--- config.mk ---
export PLATFORM = sky130hd
export DESIGN_NAME = fastq_record_parser
export DESIGN_NICKNAME = d
export VERILOG_FILES = /design/src/fqp_pkg.sv /design/src/fqp_core.sv /design/src/fastq_record_parser.sv
export SDC_FILE = /design/constraint.sdc
export NUM_CORES = 1
export LEC_CHECK = 0
export BUFFER_PORTS_ARGS = -buffer_cell sky130_fd_sc_hd__clkbuf_2
export CAP_MARGIN = 20
export CORE_MARGIN = 2
export CORE_UTILIZATION = 33
export CTS_CLUSTER_SIZE = 16
export DETAILED_ROUTE_END_ITERATION = 16
export PLACE_DENSITY = 0.61
export SYNTH_ARGS = -nofsm -noshare
export SYNTH_HDL_FRONTEND = slang
export SYNTH_SLANG_ARGS = --single-unit
--- constraint.sdc ---
create_clock -name clk -period 4.4 [get_ports clk]
set_clock_uncertainty 0.2 [all_clocks]
set_input_delay 0.22 -clock clk [delete_from_list [all_inputs] [get_ports clk]]
set_output_delay 0.22 -clock clk [all_outputs]
set_load 0.05 [all_outputs]
--- src/fqp_pkg.sv ---
// shared constants, codes and types for the fastq record parser
package fqp_pkg;

    // width of the base and quality counters
    localparam int COUNT_WIDTH = 16;
    localparam int LEN_WIDTH   = 16;

    typedef logic [COUNT_WIDTH-1:0] count_t;

    // parse phase codes
    localparam logic [2:0] PH_AWAIT  = 3'd0;
    localparam logic [2:0] PH_HEADER = 3'd1;
    localparam logic [2:0] PH_BSTART = 3'd2;
    localparam logic [2:0] PH_BASES  = 3'd3;
    localparam logic [2:0] PH_PLUS   = 3'd4;
    localparam logic [2:0] PH_QUAL   = 3'd5;
    localparam logic [2:0] PH_SKIP   = 3'd6;

    // byte roles
    localparam logic [1:0] ROLE_HEADER  = 2'd0;
    localparam logic [1:0] ROLE_BASE    = 2'd1;
    localparam logic [1:0] ROLE_QUAL    = 2'd2;
    localparam logic [1:0] ROLE_FRAMING = 2'd3;

    // error codes
    localparam logic [1:0] ERR_NONE      = 2'd0;
    localparam logic [1:0] ERR_MISSING_AT = 2'd1;
    localparam logic [1:0] ERR_MISMATCH  = 2'd2;
    localparam logic [1:0] ERR_TRUNCATED = 2'd3;

    // special characters
    localparam logic [7:0] CH_AT   = 8'd64;
    localparam logic [7:0] CH_PLUS = 8'd43;
    localparam logic [7:0] CH_LF   = 8'd10;
    localparam logic [7:0] CH_CR   = 8'd13;

    // one result item
    typedef struct packed {
        logic [LEN_WIDTH-1:0] read_length;
        logic [1:0]           error_code;
        logic                 record_end;
        logic [1:0]           role;
        logic [7:0]           byte_out;
    } result_t;

    // saturating counter increment
    function automatic count_t sat_inc(input count_t v);
        count_t r;
        if (v == '1)
        begin
            r = v;
        end
        else
        begin
            r = v + count_t'(1);
        end
        return r;
    endfunction

    // clamp a count to the width of the read length field
    function automatic logic [LEN_WIDTH-1:0] clamp_len(input count_t v);
        logic [32:0] ext;
        logic [LEN_WIDTH-1:0] r;
        ext = 33'(v);
        if (ext > 33'({LEN_WIDTH{1'b1}}))
        begin
            r = '1;
        end
        else
        begin
            r = ext[LEN_WIDTH-1:0];
        end
        return r;
    endfunction

endpackage

--- src/fqp_core.sv ---
// parse state registers and the per-byte classification logic
module fqp_core (
    input  logic             clk,
    input  logic             rst_n,
    input  logic             step_en,
    input  logic [7:0]       data_byte,
    input  logic             end_of_file,
    output fqp_pkg::result_t result
);

    logic [2:0]      phase_reg;
    logic [2:0]      phase_next;
    fqp_pkg::count_t bases_reg;
    fqp_pkg::count_t bases_next;
    fqp_pkg::count_t quals_reg;
    fqp_pkg::count_t quals_next;
    logic            is_lf;
    logic            is_cr;
    logic            quals_ge;
    logic            counts_eq;

    assign is_lf     = (data_byte == fqp_pkg::CH_LF);
    assign is_cr     = (data_byte == fqp_pkg::CH_CR);
    assign quals_ge  = (quals_reg >= bases_reg);
    assign counts_eq = (quals_reg == bases_reg);

    // next state and result for one item
    always_comb
    begin
        phase_next         = phase_reg;
        bases_next         = bases_reg;
        quals_next         = quals_reg;
        result.byte_out    = end_of_file ? 8'd0 : data_byte;
        result.role        = fqp_pkg::ROLE_FRAMING;
        result.record_end  = 1'b0;
        result.error_code  = fqp_pkg::ERR_NONE;
        result.read_length = '0;

        if (end_of_file)
        begin
            case (phase_reg)
                fqp_pkg::PH_HEADER,
                fqp_pkg::PH_BSTART,
                fqp_pkg::PH_BASES,
                fqp_pkg::PH_PLUS:
                begin
                    result.error_code = fqp_pkg::ERR_TRUNCATED;
                end
                fqp_pkg::PH_QUAL:
                begin
                    if (!quals_ge)
                    begin
                        result.error_code = fqp_pkg::ERR_TRUNCATED;
                    end
                    else if (counts_eq)
                    begin
                        result.record_end  = 1'b1;
                        result.read_length = fqp_pkg::clamp_len(bases_reg);
                    end
                    else
                    begin
                        result.error_code = fqp_pkg::ERR_MISMATCH;
                    end
                end
                default:
                begin
                end
            endcase
            phase_next = fqp_pkg::PH_AWAIT;
            bases_next = '0;
            quals_next = '0;
        end
        else if (!is_cr)
        begin
            case (phase_reg)
                fqp_pkg::PH_AWAIT:
                begin
                    if (data_byte == fqp_pkg::CH_AT)
                    begin
                        bases_next = '0;
                        quals_next = '0;
                        phase_next = fqp_pkg::PH_HEADER;
                    end
                    else
                    begin
                        result.error_code = fqp_pkg::ERR_MISSING_AT;
                        if (!is_lf)
                        begin
                            phase_next = fqp_pkg::PH_SKIP;
                        end
                    end
                end
                fqp_pkg::PH_HEADER:
                begin
                    if (is_lf)
                    begin
                        phase_next = fqp_pkg::PH_BSTART;
                    end
                    else
                    begin
                        result.role = fqp_pkg::ROLE_HEADER;
                    end
                end
                fqp_pkg::PH_BSTART,
                fqp_pkg::PH_BASES:
                begin
                    if (is_lf)
                    begin
                        phase_next = fqp_pkg::PH_BSTART;
                    end
                    else if (phase_reg == fqp_pkg::PH_BSTART
                             && data_byte == fqp_pkg::CH_PLUS)
                    begin
                        phase_next = fqp_pkg::PH_PLUS;
                    end
                    else
                    begin
                        result.role = fqp_pkg::ROLE_BASE;
                        bases_next  = fqp_pkg::sat_inc(bases_reg);
                        phase_next  = fqp_pkg::PH_BASES;
                    end
                end
                fqp_pkg::PH_PLUS:
                begin
                    if (is_lf)
                    begin
                        phase_next = fqp_pkg::PH_QUAL;
                    end
                end
                fqp_pkg::PH_QUAL:
                begin
                    if (is_lf)
                    begin
                        // line end closes the record once qualities catch up
                        if (quals_ge)
                        begin
                            if (counts_eq)
                            begin
                                result.record_end  = 1'b1;
                                result.read_length = fqp_pkg::clamp_len(bases_reg);
                            end
                            else
                            begin
                                result.error_code = fqp_pkg::ERR_MISMATCH;
                            end
                            phase_next = fqp_pkg::PH_AWAIT;
                            bases_next = '0;
                            quals_next = '0;
                        end
                    end
                    else
                    begin
                        result.role = fqp_pkg::ROLE_QUAL;
                        quals_next  = fqp_pkg::sat_inc(quals_reg);
                    end
                end
                default:
                begin
                    if (is_lf)
                    begin
                        phase_next = fqp_pkg::PH_AWAIT;
                    end
                end
            endcase
        end
    end

    // parse state, advanced once per item
    always_ff @(posedge clk or negedge rst_n)
    begin
        if (!rst_n)
        begin
            phase_reg <= fqp_pkg::PH_AWAIT;
            bases_reg <= '0;
            quals_reg <= '0;
        end
        else if (step_en)
        begin
            phase_reg <= phase_next;
            bases_reg <= bases_next;
            quals_reg <= quals_next;
        end
    end

endmodule

--- src/fastq_record_parser.sv ---
// top level of the fastq record parser: input register, parser core, result register
// Classes a FASTQ text stream byte by byte as header, base, quality or framing and
// flags record ends, read lengths and format errors. One item is accepted every
// cycle when the output side keeps up; each item produces exactly one result item,
// which passes through the input register and then the result register that
// bracket the single pass of parse logic. An end-of-file item (tuser bit 0)
// closes or aborts the current record and returns the parser to its reset state.
module fastq_record_parser (
    input  logic        clk,
    input  logic        rst_n,
    input  logic        s_axis_tvalid,
    output logic        s_axis_tready,
    input  logic [7:0]  s_axis_tdata,   // [7:0] data_byte
    input  logic [0:0]  s_axis_tuser,   // [0] end_of_file
    output logic        m_axis_tvalid,
    input  logic        m_axis_tready,
    output logic [23:0] m_axis_tdata,   // [7:0] byte_out, [23:8] read_length
    output logic [3:0]  m_axis_tuser,   // [1:0] role, [3:2] error_code
    output logic        m_axis_tlast    // record_end
);

    logic              in_valid_reg;
    logic              in_valid_next;
    logic [7:0]        in_byte_reg;
    logic              in_eof_reg;
    logic              out_valid_reg;
    logic              out_valid_next;
    fqp_pkg::result_t  out_res_reg;
    fqp_pkg::result_t  core_res;
    logic              advance;
    logic              s_accept;
    logic              step_en;

    // pipeline moves when the result register is free or being emptied
    assign advance       = !out_valid_reg || m_axis_tready;
    assign s_axis_tready = !in_valid_reg || advance;
    assign s_accept      = s_axis_tvalid && s_axis_tready;
    assign step_en       = advance && in_valid_reg;

    assign in_valid_next  = s_accept ? 1'b1 : (advance ? 1'b0 : in_valid_reg);
    assign out_valid_next = advance ? in_valid_reg : out_valid_reg;

    // parse logic and state
    fqp_core u_core (
        .clk         (clk),
        .rst_n       (rst_n),
        .step_en     (step_en),
        .data_byte   (in_byte_reg),
        .end_of_file (in_eof_reg),
        .result      (core_res)
    );

    // valid flags
    always_ff @(posedge clk or negedge rst_n)
    begin
        if (!rst_n)
        begin
            in_valid_reg  <= 1'b0;
            out_valid_reg <= 1'b0;
        end
        else
        begin
            in_valid_reg  <= in_valid_next;
            out_valid_reg <= out_valid_next;
        end
    end

    // payload registers
    always_ff @(posedge clk)
    begin
        if (s_accept)
        begin
            in_byte_reg <= s_axis_tdata;
            in_eof_reg  <= s_axis_tuser[0];
        end
        if (step_en)
        begin
            out_res_reg <= core_res;
        end
    end

    // result item on the output stream
    assign m_axis_tvalid = out_valid_reg;
    assign m_axis_tdata  = {out_res_reg.read_length, out_res_reg.byte_out};
    assign m_axis_tuser  = {out_res_reg.error_code, out_res_reg.role};
    assign m_axis_tlast  = out_res_reg.record_end;

endmodule

Word level (Yosys, flattened, before mapping)
Cells that the tools add are included.
{ "classes": {"n_mux": 50, "magnitude_cmp": 1, "n_eq_ne": 24, "reduce_logical": 18, "addsub": 2} }
{ "op_table": {"columns": ["op", "count"], "rows": [
  ["2-to-1 mux 16 bit", 16],
  ["2-to-1 mux 19 bit", 3],
  ["one-hot mux 16 bit (3 select lines)", 1],
  ["2-to-1 mux 3 bit", 11],
  ["adder 16 x 1 -> 16 bit (second input constant)", 2],
  ["== test 16 bit (second input constant)", 2],
  ["one-hot mux 16 bit (2 select lines)", 1],
  ["2-to-1 mux 21 bit", 1],
  ["== test 16 bit", 1],
  ["== test 8 x 4 -> 1 bit (second input constant)", 2],
  ["greater-or-equal comparator 16 bit", 1],
  ["!= test 3 x 2 -> 1 bit (second input constant)", 5],
  ["one-hot mux 3 bit (5 select lines)", 1],
  ["2-to-1 mux 2 bit", 5],
  ["!= test 3 bit (second input constant)", 3],
  ["AND reduction 9 bit", 1],
  ["== test 8 x 6 -> 1 bit (second input constant)", 1],
  ["== test 8 x 7 -> 1 bit (second input constant)", 1],
  ["2-to-1 mux 1 bit", 8],
  ["!= test 4 bit (second input constant)", 2],
  ["one-hot mux 2 bit (2 select lines)", 2],
  ["AND reduction 8 bit", 1],
  ["nonzero test 4 bit", 2],
  ["== test 3 x 2 -> 1 bit (second input constant)", 2],
  ["other kinds (14)", 20]
]} }
{ "word_totals": {"output_inout_bits": 31, "reg_bits": 75, "in_bits": 13, "wordCells": 107} }

Depth between registers and ports, before layout
{ "depth": {"word_depth": 7, "depth_mapped": 9, "depth_no_buf": 8} }

By module
A second synthesis with hierarchy kept.
{ "hier_totals": {"cells_unflattened": 406, "area_unflattened_um2": 4160.2} }
{ "by_module_without_submodules": {"columns": ["module", "cells_per_inst", "area_each_um2", "instances", "seq_area_each_um2"], "rows": [
  ["fqp_core", 360, 2915.3, 1, 875.8],
  ["fastq_record_parser", 46, 1244.9, 1, 1191.1]
]} }

Worst setup path after synthesis
No wires, ideal clock.
{ "synth_path": {"path_type": "register -> register", "from": "register u_core.bases_reg[13]", "to": "register u_core.quals_reg[4]", "path_stages_with_launch": 10, "required_ns": 4.135, "synth_period_minus_slack_ns": 2.617, "n_path_buf": 1, "setup_ns": 0.065, "setup_slack_ns": 1.783, "t_arrival_ns": 2.352, "path_cell_list": "dfrtp_1 > inv_1 > ha_1 > and4_1 > a21oi_1 > o21ai_0 > or3_1 > o211ai_1 > buf_2 > o22a_1"} }
{ "synth_via": {"elab_chain_len": 3} }
{ "synth_rtl": {"columns": ["item", "line_no", "source"], "rows": [
  ["start: declaration", "fqp_core.sv:13", "fqp_pkg::count_t bases_reg;"],
  ["start signal: assignment", "fqp_core.sv:180", "bases_reg <= bases_next;"],
  ["greater-or-equal comparator 16 bit", "fqp_core.sv:24", "assign quals_ge = (quals_reg >= bases_reg);"],
  ["!= test 4 bit (no line)", null, null],
  ["AND reduction 6 bit (no line)", null, null],
  ["end signal: assignment", "fqp_core.sv:181", "quals_reg <= quals_next;"],
  ["end: declaration", "fqp_core.sv:15", "fqp_pkg::count_t quals_reg;"]
]} }
No other way between the ends.
A chain may end at the register's enable or synchronous reset.

Final worst setup path
{ "layout_path": {"from": "register in_byte_reg[0]", "to": "register u_core.bases_reg[11]"} }
{ "layout_via": {"elab_chain_len": 4, "elab_cells_between_ends": 11, "classes_between": "eq/ne (9); reduce/logical (2)"} }
{ "layout_rtl": {"columns": ["item", "line_no", "source"], "rows": [
  ["start: declaration", "fastq_record_parser.sv:24", "logic [7:0] in_byte_reg;"],
  ["start signal: assignment", "fastq_record_parser.sv:73", "in_byte_reg <= s_axis_tdata;"],
  ["== test 8 x 6 -> 1 bit", "fqp_core.sv:112", "&& data_byte == fqp_pkg::CH_PLUS)"],
  ["logical AND 1 bit", "fqp_core.sv:112", null],
  ["!= test 3 bit (no line)", null, null],
  ["AND reduction 9 bit (no line) *", null, null]
]} }
Mark *: on every way between the ends. The rest lies on a longest branch, timed or not.

==> out/summary.txt <==
====================================================================================================
Reg-to-reg critical path startpoint                                                     in_byte_reg[0]
Buffer type at the clock tree root                                                      sky130_fd_sc_hd__clkbuf_16
Clock latency of the later-clocked register in the worst-skew pair                           0.34 ns
Number of remaining DRC errors                                                                     0
Die extent in x                                                                               117 um
Placement-stage worst setup slack                                                            1.09 ns
Final-report setup violation count                                                                 0
Via count normalized by instance count                                                          5.25
Net Sw Frac                                                                                    0.317
Internal power contribution                                                                  1400 uW
Starting Density                                                                               0.337
Clock H-tree levels                                                                                3
Top cell type's share of synthesized area                                                      0.271
Net Count, Synth                                                                                 455
Number of buffers inserted to repair setup after CTS                                               0
Largest register FFs                                                                              24
Count of flip-flops with a built-in enable after synthesis                                        38
Power Density                                                                            404 mW/mm^2
CTS tree                                                                                         yes
Part of the total power dissipated in sequential elements                                      0.421
Critical path endpoint                                                                  u_core.bases_reg[11]
Instance count of the mapped netlist                                                             424
Fraction of power consumed by the clock network                                                0.366
Critical path launch point type                                                                 flop
Initial detailed-routing violation count                                                         257
Critical path capture point type                                                                flop
Maximum number of pins on one net before global-route repair                                      38
Via count of the first global-routing pass                                                      3243
TritonCTS buffer count                                                                             9
First-pass DRT Iterations                                                                          4
Clock buffer depth                                                                                 2
Share of final-layout standard cells stronger than drive strength 1                            0.163
Crit Path Category                                                                           reg2reg
Run status                                                                                 completed
Setup Total Neg Slack                                                                           0 ns
Number of nets still failing antenna checks after routing                                          0
Detail Placement HPWL                                                                        6.78 mm
Post-synthesis cell type with the largest combined area                                 sky130_fd_sc_hd__edfxtp_1
Synth Warn #                                                                                       0
Fin crit share                                                                                 0.755
DP Area                                                                                 0.00458 mm^2
Count of endpoints failing hold in the final timing report                                         0
Peak-usage layer in the global routing report                                                   met2
Unique masters post-synth                                                                         51
Number of slew-limit violations in the final report                                                0
Global placement routability congestion                                                        0.890
Most used cells in the layout excluding fill and tap cells                              sky130_fd_sc_hd__nand2_1, sky130_fd_sc_hd__clkbuf_2, sky130_fd_sc_hd__edfxtp_1, sky130_fd_sc_hd__dfrtp_1, sky130_fd_sc_hd__nand3_1
Sequential share of the synthesized area                                                       0.491
Most common cell after layout, fill and taps aside                                      sky130_fd_sc_hd__nand2_1
Clock period minus final worst setup slack                                                   3.32 ns
Clock Sinks                                                                                       75
Number of cells traversed by the worst register-to-register path                                   6
Mean area per synthesized cell                                                             9.94 um^2
Most area-consuming cells after synthesis                                               sky130_fd_sc_hd__edfxtp_1, sky130_fd_sc_hd__dfrtp_1, sky130_fd_sc_hd__ha_1, sky130_fd_sc_hd__nand2_1, sky130_fd_sc_hd__nand3_1
Upper clock frequency limit                                                                  301 MHz
Switching power summed over all nets                                                          651 uW
Finished layout cell area                                                               0.00507 mm^2
Signal arrival time at the worst endpoint                                                    3.32 ns
Capturing point of the worst reg2reg path                                               u_core.bases_reg[11]
Setup repair after global routing missed its margin                                               no
Port-buffer cells                                                                                 43
Relative area change from synthesis to final layout                                            20.4%
Wire length per cell after detailed routing                                                  14.7 um
Aggregate routed wire length                                                                 9.63 mm
Slew of the pin with the lowest slew margin                                                  1.12 ns
Setup slack, reg-to-reg                                                                      1.08 ns
GRT Overall Usage                                                                              0.150
Vert. Die Dim                                                                                 117 um
Die footprint                                                                            0.0137 mm^2
Worst-case headroom to the max-slew limit                                                      0.250
Clock-pin slew reported for the worst setup and hold paths after clock tree synthesis        0.06 ns
Data required time at the worst endpoint                                                     4.40 ns
Global-route wire length before repair                                                       16.0 mm
Initial antenna violation count                                                                    0
Leakage power summed over all cells                                                       0.00199 uW
Placeable core region                                                                    0.0125 mm^2
Synthesis-stage register bit count                                                                75
Top_reg_cell synth                                                                      sky130_fd_sc_hd__edfxtp_1
Netlist area before placement                                                           0.00421 mm^2
Slack of the critical path                                                                   1.08 ns
Combinational group share of total power                                                       0.213
Std-Cell Rows                                                                                     41
NumNets Final                                                                                    511
Filler instances                                                                                1207
Antenna fix cells                                                                                  0
Global Route met2 Usage                                                                        0.240
Gr ovfl total                                                                                      0
Worst min path class                                                                        in2async
Worst vdd rail ir drop                                                                    0.000159 V
Proportion of register bits with asynchronous set or reset after synthesis                     0.493
Number of maximum-capacitance violations                                                           0
Final hold slack                                                                            0.165 ns
CP Max Fanout                                                                                     17
Met1 routing resource usage after global routing                                               0.205
Met3 capacity usage during global routing                                                     0.0340
Detailed-route via count                                                                        3446
Worst setup path startpoint                                                             in_byte_reg[0]
Number of ports placed on the die boundary                                                        44
====================================================================================================
[layer usage]
layer / wire length [um] / part of all wire / vias up
li1: - / - / 1695
met1: 4500 / 0.47 / 1666
met2: 4580 / 0.48 / 75
met3: 414 / 0.043 / 10
met4: 138 / 0.014 / 0
met5: 0 / 0 / -
[what timing repair did]
item / 4_1_cts / 5_1_grt
gates resized for setup: 0 / 0
hold endpoints to repair: 48 / 0
hold buffers: 13 / 0
[cells by family after synthesis]
logic type      synth area share
fa+ha+maj                 0.0535
mux                      0.00713
simple gates               0.265
compound gates             0.143
flops                      0.491
buf+inv                   0.0401
[synth_stat cells (10+ instances only)]
| cell type | number |
|---|---|
| sky130_fd_sc_hd__nor2_1 | 22 |
| sky130_fd_sc_hd__clkbuf_1 | 10 |
| sky130_fd_sc_hd__nand3_1 | 29 |
| sky130_fd_sc_hd__edfxtp_1 | 38 |
| sky130_fd_sc_hd__dfrtp_1 | 37 |
| sky130_fd_sc_hd__o211ai_1 | 15 |
| sky130_fd_sc_hd__o21ai_0 | 15 |
| sky130_fd_sc_hd__ha_1 | 18 |
| sky130_fd_sc_hd__a21oi_1 | 16 |
| sky130_fd_sc_hd__nor3_1 | 16 |
| sky130_fd_sc_hd__and2_1 | 20 |
| sky130_fd_sc_hd__nand4_1 | 11 |
| sky130_fd_sc_hd__o22a_1 | 12 |
| sky130_fd_sc_hd__inv_1 | 23 |
| sky130_fd_sc_hd__nand2_1 | 47 |
[how the worst min path moves through the flow]
stage                                endpoint             from  slack [ns]
after global placement             in_eof_reg     s_axis_tuser        0.20
final                     u_core.quals_reg[5]            rst_n        0.17
after floorplan                  in_valid_reg            rst_n       -0.28
after detailed placement       in_byte_reg[6]  s_axis_tdata[6]        0.20
after global routing      u_core.quals_reg[7]            rst_n        0.20
after CTS                       m_axis_tvalid     in_valid_reg        0.30
[power by group through the flow]
stage	clock [uW]	sequential, uW	combinational, uW
final	751	863	438
after floorplan	0	923	266
after global routing	799	872	481
after detailed placement	0	876	418
after CTS	766	863	430
after global placement	0	874	414
[worst max-delay path, cell delays in order (launching register included)]
cell and delay [ns]:
sky130_fd_sc_hd__edfxtp_1 0.48, sky130_fd_sc_hd__or4_4 0.60, sky130_fd_sc_hd__nor3_1 0.18, sky130_fd_sc_hd__nor4b_1 0.09, sky130_fd_sc_hd__a211oi_2 0.90, sky130_fd_sc_hd__a21boi_4 0.56, sky130_fd_sc_hd__o21ai_0 0.17
[area by class of cell]
type	count	area [um^2]	area share
clock buffers	11	243	0.0479
repair buffers	61	423	0.0834
flip-flops and latches	75	2070	0.407
multi-input cells	310	1980	0.390
inverters	23	86.3	0.0170
well taps	172	215	0.0424
clock inverters	5	61.3	0.0121
[per-stage QoR]
step	util	cells	power, uW
after floorplan	-	424	1190
after global placement	0.366	626	1290
after detailed placement	0.366	626	1290
after CTS	0.401	655	2060
after global routing	0.405	657	2150
final	0.405	657	2050
(Power assumes the default switching activity.)
